**config.mk**
```make
export PLATFORM = sky130hd
export DESIGN_NAME = zsema_div
export DESIGN_NICKNAME = d
export VERILOG_FILES = /design/src/hdl/zsema_div.sv
export SDC_FILE = /design/constraint.sdc
export NUM_CORES = 1
export LEC_CHECK = 0
export ABC_CLOCK_PERIOD_IN_PS = 2800
export BUFFER_PORTS_ARGS = -buffer_cell sky130_fd_sc_hd__buf_2
export CAP_MARGIN = 5
export CORE_ASPECT_RATIO = 0.6
export CORE_MARGIN = 1
export CORE_UTILIZATION = 50
export CTS_CLUSTER_DIAMETER = 100
export DETAILED_ROUTE_END_ITERATION = 12
export PLACE_DENSITY = 0.74
export SLEW_MARGIN = 0
export SYNTH_ARGS = -nofsm -noshare
export SYNTH_HDL_FRONTEND = slang
export SYNTH_SLANG_ARGS = --single-unit
```
**constraint.sdc**
```tcl
create_clock -name clk_i -period 2.8 [get_ports clk_i]
set_input_delay 0 -clock clk_i [delete_from_list [all_inputs] [get_ports clk_i]]
set_output_delay 0 -clock clk_i [all_outputs]
set_load 0.02 [all_outputs]
```
**src/hdl/zsema_div.sv**
```systemverilog
// bit-serial restoring unsigned divider, one quotient bit per cycle
module zsema_div #(
  parameter int unsigned NUM_W = 72,
  parameter int unsigned DEN_W = 32
) (
  input  logic                       clk_i,
  input  logic                       rst_ni,
  input  logic                       start_i,
  input  logic [NUM_W-1:0]           num_i,   // msb aligned
  input  logic [DEN_W-1:0]           den_i,
  input  logic [$clog2(NUM_W+1)-1:0] iters_i,
  output logic                       done_o,
  output logic [NUM_W-1:0]           quot_o,
  output logic [DEN_W-1:0]           rem_o
);

  localparam int unsigned ITW = $clog2(NUM_W + 1);

  logic [NUM_W-1:0] num_q, quot_q;
  logic [DEN_W-1:0] den_q;
  logic [DEN_W:0]   rem_q, rem_t, rem_n;
  logic [ITW-1:0]   cnt_q;
  logic             busy_q, done_q, ge;

  always_comb begin
    rem_t = {rem_q[DEN_W-1:0], num_q[NUM_W-1]};
    ge    = rem_t >= {1'b0, den_q};
    rem_n = ge ? rem_t - {1'b0, den_q} : rem_t;
  end

  always_ff @(posedge clk_i or negedge rst_ni) begin
    if (!rst_ni) begin
      busy_q <= 1'b0;
      done_q <= 1'b0;
      cnt_q  <= '0;
      num_q  <= '0;
      quot_q <= '0;
      den_q  <= '0;
      rem_q  <= '0;
    end else if (start_i) begin
      num_q  <= num_i;
      den_q  <= den_i;
      rem_q  <= '0;
      quot_q <= '0;
      cnt_q  <= iters_i;
      busy_q <= 1'b1;
      done_q <= 1'b0;
    end else if (busy_q) begin
      num_q  <= {num_q[NUM_W-2:0], 1'b0};
      rem_q  <= rem_n;
      quot_q <= {quot_q[NUM_W-2:0], ge};
      cnt_q  <= cnt_q - ITW'(1);
      if (cnt_q == ITW'(1)) begin
        busy_q <= 1'b0;
        done_q <= 1'b1;
      end
    end else begin
      done_q <= 1'b0;
    end
  end

  assign done_o = done_q;
  assign quot_o = quot_q;
  assign rem_o  = rem_q[DEN_W-1:0];

endmodule

```
# Word-level counts from Yosys, hierarchy flattened
# Cells that the tools add are included.
# word_totals
regBits	217
out_inout_bits	105
# op_classes
addsub	2
eq_ne	2
reduce_logical	1
muxes	15
order_cmp	1
# ops
cell	count
two-way mux 72 bit	4
two-way mux 32 bit	3
greater-or-equal comparator 33 x 32 -> 1 bit	1
subtractor 32 bit	1
two-way mux 7 bit	2
equality test 7 x 1 -> 1 bit (second input constant)	1
subtractor 7 x 1 -> 7 bit (second input constant)	1
two-way mux 1 bit	6
!= test 3 x 2 -> 1 bit (second input constant)	1
nonzero test 2 bit	1

# Depth between registers and ports, before layout
# Gate-level depths: netlist of run 1.
# depth
depth_word	4
mapped_depth	14
depth_no_buf	12

# Least setup slack after synthesis of run 1
# OpenSTA, ideal clock, no wires.
# synth_timing
path_type	register to register
start	register rem_q[0]
end	register rem_q[30]
stages_incl_launch_ff	12
path_slack_ps	-241
synth_period_minus_slack_ps	3041
arrival_time_ps	2917
setup_time_ps	124
n_path_buf	0
required_ps	2676
path_cell_list	dfrtp_1 -> inv_1 -> fa_1 -> and2b_1 -> o2111ai_1 -> a2111oi_2 -> o211ai_1 -> a31oi_1 -> a2111oi_2 -> o21bai_1 -> nor4b_1 -> o31a_1
# synth_via
elab_chain_len	4
# synth_rtl
item	line	rtl
start, declared	21	logic [DEN_W:0] rem_q, rem_t, rem_n;
start signal, assigned	50	rem_q <= rem_n;
subtractor 32 bit or greater-or-equal comparator 33 x 32 -> 1 bit (tied branches)	28, 27	
two-way mux 32 bit (*)	28	rem_n = ge ? rem_t - {1'b0, den_q} : rem_t;
two-way mux 32 bit (*)	48	end else if (busy_q) begin
two-way mux 32 bit (*)	40	end else if (start_i) begin
# Mark *: on every way between the ends. The rest lies on a longest branch, timed or not. The select of a mux whose other input is x is not followed.
# A chain may end at the register's enable or synchronous reset.

# Final worst setup path of run 1
# layout_timing
start	register num_q[71]
end	register rem_q[28]
# layout_via
elab_chain_len	4
# layout_rtl
item	line	rtl
start, declared	19	logic [NUM_W-1:0] num_q, quot_q;
start signal, assigned	41	num_q <= num_i;
start signal, assigned	49	num_q <= {num_q[NUM_W-2:0], 1'b0};
subtractor 32 bit or greater-or-equal comparator 33 x 32 -> 1 bit (tied branches)	28, 27	
two-way mux 32 bit (*)	28	
two-way mux 32 bit (*)	48	
two-way mux 32 bit (*)	40	
# Marked as above.

==> results of run 1 <==
==> power groups by stage <==
stage               registers (W)  clock network (W)  logic (W)
floorplan                 0.00404                  0    0.00293
global placement          0.00379                  0    0.00478
detailed placement        0.00380                  0    0.00487
CTS                       0.00375            0.00292    0.00514
global route              0.00380            0.00306    0.00598
finish                    0.00376            0.00287    0.00552
==> how the worst min path moves through the flow <==
stage / startpoint / end / cells past startpoint
6_report: rst_ni / rem_q[15] / 2
5_1_grt: rst_ni / rem_q[15] / 2
4_1_cts: rst_ni / rem_q[20] / 2
3_5_place_dp: rst_ni / den_q[16] / 1
3_3_place_gp: rst_ni / den_q[16] / 1
2_1_floorplan: rst_ni / busy_q / 0
==> final cells by class <==
cell class	instances	area [µm²]
well taps	279	349
clock buffers	31	593
fillers	1595	6340
repair buffers	415	2950
multi-input cells	809	5440
flip-flops and latches	217	5440
diodes	4	10.0
inverters	47	176
clock inverters	7	91.3
==> cell families after synthesis <==
logic type | count (synthesis) | synth area share
AOI/OAI and AO/OA | 257 | 0.140
xor gates and xnor gates | 30 | 0.0236
adders and majority gates | 35 | 0.0400
buffers and inverters | 119 | 0.0422
DFF | 217 | 0.488
muxes | 157 | 0.142
and+or+nand+nor | 329 | 0.125
==> metal layers <==
metal,share of wire,routed length (µm),up-vias
met3,0.072,2220,64
met2,0.43,13100,330
met1,0.47,14600,4754
met4,0.028,852,0
li1,-,-,4695
met5,0,0,-
==> per-stage QoR <==
stage          hold WS [ns]  std cells  TNS [ns]
2_1_floorplan        -0.296       1144         0
3_3_place_gp         0.0162       1647    -0.475
3_5_place_dp         0.0119       1647     -1.30
4_1_cts              0.0783       1802     -1.21
5_1_grt               0.118       1809     -3.30
6_report             0.0715       1809     -1.48
==> state kept, by name, indices dropped and copies added, names as in the netlist <==
name	count
busy_q	1
cnt_q	7
den_q	32
done_o	1
num_q	72
quot_o	72
rem_q	32
==> worst max-delay path: stages (launching register included) <==
cell and delay [ns]:
dfrtp_1 0.35, inv_1 0.05, ha_2 0.19, fa_2 0.33, and2b_2 0.25, o2111ai_4 0.17
a2111oi_4 0.31, buf_4 0.18, o211ai_1 0.13, a31oi_2 0.24, a2111oi_4 0.12, o21bai_1 0.23
buf_4 0.15, mux2i_1 0.17, a21oi_1 0.08
==> synth_stat cells (3+ instances only) <==
cell	n	area share
a211oi_1	32	0.022
a21o_1	9	0.0061
a21oi_1	51	0.023
a31oi_1	5	0.0028
and3_1	4	0.0022
buf_1	11	0.0037
buf_2	6	0.0027
clkbuf_1	53	0.018
dfrtp_1	217	0.49
ha_1	34	0.038
inv_1	47	0.016
mux2i_1	155	0.14
nand2_1	143	0.048
nand2b_1	3	0.0017
nand3_1	7	0.0031
nand4_1	6	0.0034
nor2_1	133	0.045
nor2b_1	4	0.0022
nor3_1	6	0.0027
nor4_1	4	0.0022
o21ai_0	127	0.057
o21bai_1	3	0.0020
xnor2_1	24	0.019
xor2_1	6	0.0047
==> timing repair <==
action,4_1_cts,5_1_grt
pin swaps,9,20
gates resized for setup,8,29
endpoints found under the setup margin,21,32
hold endpoints to repair,223,0
hold buffers,113,0
setup buffers,4,2
gates cloned,0,1
==> run_results.csv, run 1 <==
group,metric,value,unit
outcome,status,"finished, violations left",
outcome,violations,"setup timing",
clock_tree,numClockSinks,217,
die,io_pins,219,
finish,layout-drive-gt1-share,0.251,
critical_path,r2r_setup_slack,-0.27,ns
logic_synthesis,synth-edff-count,0,
sta,fin_crit_sh,1.10,
placement,port_buffers,218,
logic_synthesis,async_flop_share,1.00,
finish,utilization,0.703,
power_and_ir_drop,swShare,0.370,
detailed_routing,drtIter0Drc,654,
finish,nets,1660,
power_and_ir_drop,power_density,807,mW/mm²
placement,placed_area,0.0130,mm²
critical_path,cp-end-kind,"register",
placement,dp_hpwl,19700,µm
detailed_routing,dr.pass1.iters,5,
sta,slew_violations,0,
sta,relSlewSlack,0.564,
critical_path,rr_worst_depth,14,
clock_tree,clkLatencyLatePin,0.50,ns
power_and_ir_drop,p_leak,8.33,nW
critical_path,worstReg2RegStart,"num_q[71]",
die,rows,41,
logic_synthesis,synthFlopType,"dfrtp_1",
finish,final_common_cell,"buf_2",
sta,max_freq,326,MHz
global_routing,grt_use_met3,0.0659,
global_routing,grt_pass1_vias,9655,
logic_synthesis,yosys_register_bits,217,
clock_tree,cts_buffers,21,
global_routing,use_met1,0.390,
sta,hold_viol_final,0,
die,initial_core_util,0.520,
hold_path,min_path_type,"in -> async",
clock_tree,clk_path_buf_depth,3,
power_and_ir_drop,internal_power,0.00765,W
sta,setup_viol_count_final,8,
detailed_routing,ant_nets,0,
power_and_ir_drop,power.total,0.0121,W
power_and_ir_drop,peakVddDrop,0.424,mV
finish,areaGrowthSynthToFinish,35.3,%
finish,mostFrequentLayoutCells,"216 x buf_2, 212 x dfrtp_1, 155 x mux2i_1",
global_routing,grt_pass1_wl,49800,µm
global_routing,grt_antenna_before_repair,4,
critical_path,critPathLaunch,"num_q[71]",
clock_tree,clk_root_buffer_cell,"clkbuf_16",
placement,place_ws,-0.255,ns
logic_synthesis,ys_warn_count,0,
sta,worst_pin_slew,0.654,ns
critical_path,required,3.18,ns
detailed_routing,avgRoutedWirePerCell,17.0,µm
power_and_ir_drop,power_frac_clock,0.237,
critical_path,arrival,3.44,ns
placement,place_congestion,0.906,
clock_tree,cts_htree_levels,1,
critical_path,cp_max_fo,3,
detailed_routing,routed-via-count,9843,
power_and_ir_drop,p_seq_frac,0.309,
die,die_height,118,µm
global_routing,grt_overflow,0,
sta,finClkSkew,0.0120,ns
clock_tree,cts_tree,"yes",
detailed_routing,avgViaCountPerCell,5.44,
critical_path,crit_type,"reg -> reg",
finish,fin_area,0.0150,mm²
clock_tree,clk_pin_slew,0.07,ns
power_and_ir_drop,switching_power,0.00450,W
die,dieArea,0.0229,mm²
critical_path,critPathCapture,"rem_q[28]",
global_routing,grt.total_usage,0.267,
sta,timing.final.ws_setup,-0.268,ns
global_routing,use_met2,0.390,
die,core,0.0214,mm²
global_routing,top_usage_layer,"met2",
sta,rsz0062_at_grt,"yes",
logic_synthesis,ys_types,64,
detailed_routing,drt-total-wl,30800,µm
logic_synthesis,synth-seq-area-share,0.488,
logic_synthesis,synth_fp_nets,1293,
critical_path,worstSetupStartpointType,"register",
die,die_w,195,µm
job,maxCapViolCount,0,
sta,fin_crit,3.07,ns
critical_path,r2r-end,"rem_q[28]",
power_and_ir_drop,power_frac_comb,0.454,
detailed_routing,drcViolationCount,0,
logic_synthesis,avgSynthCellArea,9.72,µm²
logic_synthesis,synthCells,1144,
logic_synthesis,synth.cell_area,0.0111,mm²
global_routing,grt_max_degree,123,
No activity file was read; power rests on OpenSTA's default activity.
==> run 2: changes to the inputs <==
--- a/config.mk
+++ b/config.mk
@@ -5,15 +5,15 @@
 export SDC_FILE = /design/constraint.sdc
 export NUM_CORES = 1
 export LEC_CHECK = 0
-export ABC_CLOCK_PERIOD_IN_PS = 2800
+export ABC_CLOCK_PERIOD_IN_PS = 3500
 export BUFFER_PORTS_ARGS = -buffer_cell sky130_fd_sc_hd__buf_2
 export CAP_MARGIN = 5
 export CORE_ASPECT_RATIO = 0.6
 export CORE_MARGIN = 1
-export CORE_UTILIZATION = 50
+export CORE_UTILIZATION = 56
 export CTS_CLUSTER_DIAMETER = 100
 export DETAILED_ROUTE_END_ITERATION = 12
-export PLACE_DENSITY = 0.74
+export PLACE_DENSITY = 0.79
 export SLEW_MARGIN = 0
 export SYNTH_ARGS = -nofsm -noshare
 export SYNTH_HDL_FRONTEND = slang
==> constraint.sdc (replaced) <==
create_clock -name clk_i -period 3.5 [get_ports clk_i]
set_input_delay 0 -clock clk_i [delete_from_list [all_inputs] [get_ports clk_i]]
set_output_delay 0 -clock clk_i [all_outputs]
set_load 0.02 [all_outputs]
==> run_results.csv, run 2 (synthesis gave the netlist of run 1 again) <==
group,metric,value,unit
sta,holdWs,0.0550,ns
power_and_ir_drop,switching_power,0.00329,W
finish,areaGrowthSynthToFinish,28.4,%
power_and_ir_drop,internal_power,0.00568,W
placement,dp.cells,1571,
power_and_ir_drop,power_frac_clock,0.266,
clock_tree,clk_path_buf_depth,3,
sta,rsz0062_at_grt,"no",
detailed_routing,drtIter0Drc,748,
die,initial_core_util,0.578,
clock_tree,cts_buffers,21,
global_routing,grt_overflow,0,
finish,fill_cells,1360,
critical_path,crit_type,"reg -> reg",
global_routing,grt_antenna_before_repair,1,
outcome,status,"finished, final reports clean",
clock_tree,clk_root_buffer_cell,"clkbuf_16",
critical_path,worstSetupStartpointType,"register",
critical_path,cp-end-kind,"register",
clock_tree,cts_htree_levels,1,
hold_path,min_path_type,"in -> reg",
die,die_height,111,µm
sta,relSlewSlack,0.444,
power_and_ir_drop,p_leak,7.95,nW
clock_tree,postCtsSetupBuffers,0,
detailed_routing,ant_nets,0,
clock_tree,cts_tree,"yes",
placement,dp_hpwl,18500,µm
detailed_routing,dr.pass1.iters,5,
power_and_ir_drop,swShare,0.367,
detailed_routing,routed-via-count,9484,
detailed_routing,avgViaCountPerCell,5.51,
placement,port_buffers,218,
detailed_routing,drt-total-wl,29600,µm
sta,fin_crit_sh,0.933,
die,core,0.0192,mm²
sta,fin_crit,3.26,ns
finish,layout-drive-gt1-share,0.195,
clock_tree,numClockSinks,217,
sta,hold_viol_final,0,
power_and_ir_drop,power_density,628,mW/mm²
detailed_routing,avgRoutedWirePerCell,17.2,µm
power_and_ir_drop,power_frac_comb,0.391,
die,io_pins,219,
sta,setup_viol_count_final,0,
sta,slew_violations,0,
critical_path,cp_max_fo,3,
power_and_ir_drop,p_seq_frac,0.343,
clock_tree,clk_pin_slew,0.07,ns
die,rows,39,
placement,place_congestion,0.915,
die,dieArea,0.0204,mm²
finish,final_cells,1721,
global_routing,grt.total_usage,0.293,
global_routing,grt_pass1_vias,9230,
power_and_ir_drop,peakVddDrop,0.392,mV
sta,fin_tns_setup,0,ns
sta,worst_pin_slew,0.834,ns
finish,nets,1589,
global_routing,grt_max_degree,158,
global_routing,grt_pass1_wl,48000,µm
detailed_routing,drcViolationCount,0,
job,maxCapViolCount,0,
sta,finClkSkew,0.0134,ns
sta,max_freq,306,MHz
finish,mostFrequentLayoutCells,"216 x dfrtp_1, 216 x buf_2, 155 x mux2i_1",
critical_path,required,3.87,ns
clock_tree,clkLatencyLatePin,0.50,ns
die,die_w,184,µm
critical_path,arrival,3.64,ns
run 2: layout make-up:
cell class | count | area [µm²] | share of cell area
Antenna cell | 1 | 2.50 | 0.000175
Clock buffer | 32 | 647 | 0.0453
Clock inverter | 5 | 81.3 | 0.00570
Inverter | 47 | 176 | 0.0124
Multi-Input combinational cell | 808 | 5240 | 0.367
Sequential cell | 217 | 5430 | 0.381
Tap cell | 266 | 333 | 0.0233
Timing Repair Buffer | 345 | 2370 | 0.166
run 2: worst max-delay path, stage by stage, from the launching register on:
cell	delay, ns
dfrtp_1	0.36
inv_1	0.05
ha_1	0.22
fa_1	0.38
and2b_1	0.24
o2111ai_1	0.22
a2111oi_2	0.45
o211ai_1	0.18
a31oi_2	0.27
a2111oi_2	0.13
o21bai_1	0.25
nor4b_1	0.09
o31a_1	0.30
run 2: timing repair:
item                                   4_1_cts  5_1_grt
endpoints found under the hold margin      213        0
resized for setup                            0        2
hold buffers                               112        0
setup endpoints to repair                    0        5
run 2: power by group through the flow:
stage                     logic (W)  registers (W)  clock network (W)
after global placement      0.00325        0.00309                  0
final                       0.00350        0.00307            0.00239
after global routing        0.00383        0.00311            0.00253
after CTS                   0.00343        0.00307            0.00242
after detailed placement    0.00330        0.00311                  0
after floorplan             0.00233        0.00323                  0
run 2: through the flow:
stage	setup slack (ns)	area (µm²)	total power, W	util
after global routing	0.0353	14300	0.00948	0.743
after floorplan	0.459	11100	0.00555	-
after CTS	0.0578	14300	0.00891	0.742
after global placement	0.237	12400	0.00634	0.646
after detailed placement	0.0809	12400	0.00641	0.646
final	0.235	14300	0.00897	0.743
run 2: routing by layer:
metal,wire [µm],part of all wire,track usage
met3,2360,0.080,0.0690
met1,14000,0.47,0.427
met4,730,0.025,0.0744
met2,12600,0.42,0.439
met5,0,0,0
run 2: final timing paths:
| check | start | to | slack, ns | depth (start not counted) |
|---|---|---|---|---|
| max | num_q[71] | rem_q[30] | 0.24 | 12 |
| min | start_i | num_q[28] | 0.05 | 3 |
| max reg2reg | num_q[71] | rem_q[30] | 0.24 | 12 |
| min reg2reg | den_q[0] | den_q[0] | 0.53 | 1 |
| max in group asynchronous | rst_ni | num_q[61] | 2.43 | 3 |
| min in group asynchronous | rst_ni | den_q[16] | 0.11 | 2 |
==> run 3: changes to the inputs <==
--- a/config.mk
+++ b/config.mk
@@ -5,6 +5,7 @@
 export SDC_FILE = /design/constraint.sdc
 export NUM_CORES = 1
 export LEC_CHECK = 0
+export ABC_AREA = 1
 export ABC_CLOCK_PERIOD_IN_PS = 3500
 export BUFFER_PORTS_ARGS = -buffer_cell sky130_fd_sc_hd__buf_2
 export CAP_MARGIN = 5
==> run_results.csv, run 3 <==
group,metric,value,unit
sta,fin_crit_sh,0.787,
global_routing,grt_max_degree,124,
critical_path,path_depth,13,
finish,final_common_cell,"nand2_1",
detailed_routing,drcViolationCount,0,
power_and_ir_drop,p_leak,7.79,nW
logic_synthesis,synth_top_family_by_area,"simple AND/OR/NAND/NOR gates",
detailed_routing,routed.top_layer,"met4",
logic_synthesis,synth-edff-count,0,
clock_tree,clk_path_buf_depth,3,
detailed_routing,m1WireLength,16700,µm
sta,holdWs,0.00434,ns
finish,multi_input_area,0.00477,mm²
sta,max_freq,363,MHz
clock_tree,ctsResizeCount,0,
finish,mostFrequentLayoutCells,"454 x nand2_1, 277 x inv_1, 217 x dfrtp_1",
logic_synthesis,synthSimpleGateAreaFrac,0.236,
die,dieArea,0.0212,mm²
placement,port_buffers,218,
outcome,status,"finished, final reports clean",
clock_tree,clk_pin_slew,0.07,ns
logic_synthesis,synthTopCellsByArea,"dfrtp_1 47%, nand2_1 15%, inv_1 9.0%, o22ai_1 3.8%, ha_1 3.7%",
global_routing,grt_overflow,0,
logic_synthesis,synth_fp_nets,1632,
placement,place_congestion,0.970,
detailed_routing,route.met2.wl,14500,µm
global_routing,grt_antenna_before_repair,0,
sta,relSlewSlack,0.323,
logic_synthesis,avgSynthCellArea,7.80,µm²
detailed_routing,drtIter0Drc,1152,
die,rows,40,
critical_path,critPathCapture,"rem_q[19]",
detailed_routing,avgViaCountPerCell,5.42,
finish,antenna-diode-count,0,
finish,areaGrowthSynthToFinish,27.5,%
logic_synthesis,synth-compound-area-share,0.122,
detailed_routing,wl_met3,3620,µm
critical_path,path_common_cell,"nand2_1",
logic_synthesis,yosys.area_share.xor_xnor,0.0144,
sta,setup_viol_count_final,0,
logic_synthesis,async_flop_share,1.00,
critical_path,arrival,3.17,ns
logic_synthesis,synthCells,1483,
clock_tree,clk_root_buffer_cell,"clkbuf_16",
sta,fin_crit,2.75,ns
critical_path,r2r-end,"rem_q[19]",
clock_tree,cts_htree_levels,1,
critical_path,cp-end-kind,"register",
finish,seq_area,0.00543,mm²
logic_synthesis,ys_warn_count,0,
sta,finClkSkew,0.0352,ns
logic_synthesis,ys_top_cells_by_count,"455 x nand2_1, 278 x inv_1, 217 x dfrtp_1",
logic_synthesis,synth_most_common_cell,"nand2_1",
logic_synthesis,yosys-mux-area-fraction,0,
critical_path,cp_slowest_stage_delay,0.42,ns
power_and_ir_drop,power.total,0.00907,W
power_and_ir_drop,power_density,615,mW/mm²
die,initial_core_util,0.575,
detailed_routing,routed-via-count,11288,
logic_synthesis,synth-seq-area-share,0.470,
logic_synthesis,yosys.area.top_type,"dfrtp_1",
placement,dp_hpwl,22900,µm
global_routing,grt.total_usage,0.338,
detailed_routing,drt-total-wl,35600,µm
sta,worst_pin_slew,1.02,ns
critical_path,path_buf_inv,2,
detailed_routing,dr.pass1.iters,7,
hold_path,min_path_type,"in -> reg",
logic_synthesis,synthFlopType,"dfrtp_1",
critical_path,critPathLaunch,"rem_q[23]",
critical_path,crit_chain,"ha_1 > nand2_1 > inv_1 > a21oi_1 > nand2_1 > nand2_1 > nand3_2 > nor2_2 > nand2_2 > buf_4 > nand2_1 > nand3_1 > nand2_1",
finish,fin_area,0.0147,mm²
logic_synthesis,ys_types,36,
critical_path,required,3.92,ns
critical_path,cp_slowest_cell,"dfrtp_1",
clock_tree,clkLatencyLatePin,0.51,ns
sta,fin_tns_setup,0,ns
clock_tree,cts_buffers,21,
die,core,0.0201,mm²
sta,hold_viol_final,0,
clock_tree,cts_tree,"yes",
critical_path,rr_worst_depth,13,
die,die_w,187,µm
logic_synthesis,synth.cell_area,0.0116,mm²
detailed_routing,ant_nets,0,
critical_path,cp_max_fo,22,
critical_path,worstSetupStartpointType,"register",
critical_path,r2r_setup_slack,0.75,ns
finish,nets,1942,
finish,fill_cells,1568,
critical_path,crit_type,"reg -> reg",
clock_tree,numClockSinks,217,
sta,slew_violations,0,
die,io_pins,219,
logic_synthesis,synthAdderAreaFrac,0.0385,
logic_synthesis,yosys_register_bits,217,
critical_path,cp_top_family,"simple AND/OR/NAND/NOR gates",
job,maxCapViolCount,0,
finish,layout-drive-gt1-share,0.169,
sta,rsz0062_at_grt,"no",
detailed_routing,avgRoutedWirePerCell,17.1,µm
global_routing,grt_pass1_wl,57000,µm
clock_tree,postCtsSetupBuffers,0,
placement,placed_area,0.0128,mm²
critical_path,worstReg2RegStart,"rem_q[23]",
logic_synthesis,synth_top_area_frac,0.470,
power_and_ir_drop,peakVddDrop,0.415,mV
die,die_height,113,µm
global_routing,grt_pass1_vias,10590,
[run 3: area by class of cell]
cell class / instances / share of cell area
flip-flops and latches: 217 / 0.368
repair buffers: 351 / 0.165
clock buffers: 32 / 0.0425
clock inverters: 6 / 0.00416
multi-input cells: 917 / 0.324
inverters: 285 / 0.0728
well taps: 273 / 0.0232
[run 3: worst min-delay path, cell delays in order]
cell and delay, ns:
buf_4 0.26, nand2_1 0.11, o211ai_1 0.09
[run 3: report_power, final]
group	internal (W)	total, W	switching (W)
combinational	0.00128	0.00377	0.00249
sequential	0.00279	0.00300	0.000207
clock	0.00131	0.00230	0.000985
total	0.00538	0.00907	0.00368
[run 3: per-layer routing]
layer,vias to the layer above,GRT usage
li1,5326,-
met4,0,0.0786
met3,64,0.0664
met1,5331,0.533
met2,567,0.472
met5,-,0
[run 3: stage by stage]
step                      setup slack, ns   util  instances
after floorplan                      1.44      -       1483
after global placement               1.00  0.637       1920
after detailed placement            0.869  0.637       1920
after CTS                           0.867  0.733       2081
after global routing                0.609  0.733       2081
final                               0.747  0.733       2081
[run 3: repair_timing]
action,4_1_cts,5_1_grt
hold buffers,123,0
setup endpoints to repair,0,0
endpoints found under the hold margin,232,0
[run 3: logic make-up (layout without fill, tap and decap cells)]
logic type / after synthesis / count (layout)
AO/OA/AOI/OAI: 222 / 222
XOR/XNOR: 19 / 19
adder cells (fa/ha/maj): 35 / 35
buffers and inverters: 349 / 674
flip-flops: 217 / 217
AND/OR/NAND/NOR: 641 / 641
[run 3: how the worst min path moves through the flow]
stage | to | cells past startpoint | from | slack [ns]
final | num_q[33] | 3 | start_i | 0.004
after floorplan | busy_q | 0 | rst_ni | -0.30
after detailed placement | quot_o[33] | 1 | rst_ni | 0.15
after global placement | quot_o[33] | 1 | rst_ni | 0.15
after CTS | num_q[14] | 3 | start_i | 0.0003
after global routing | num_q[14] | 3 | start_i | 0.02
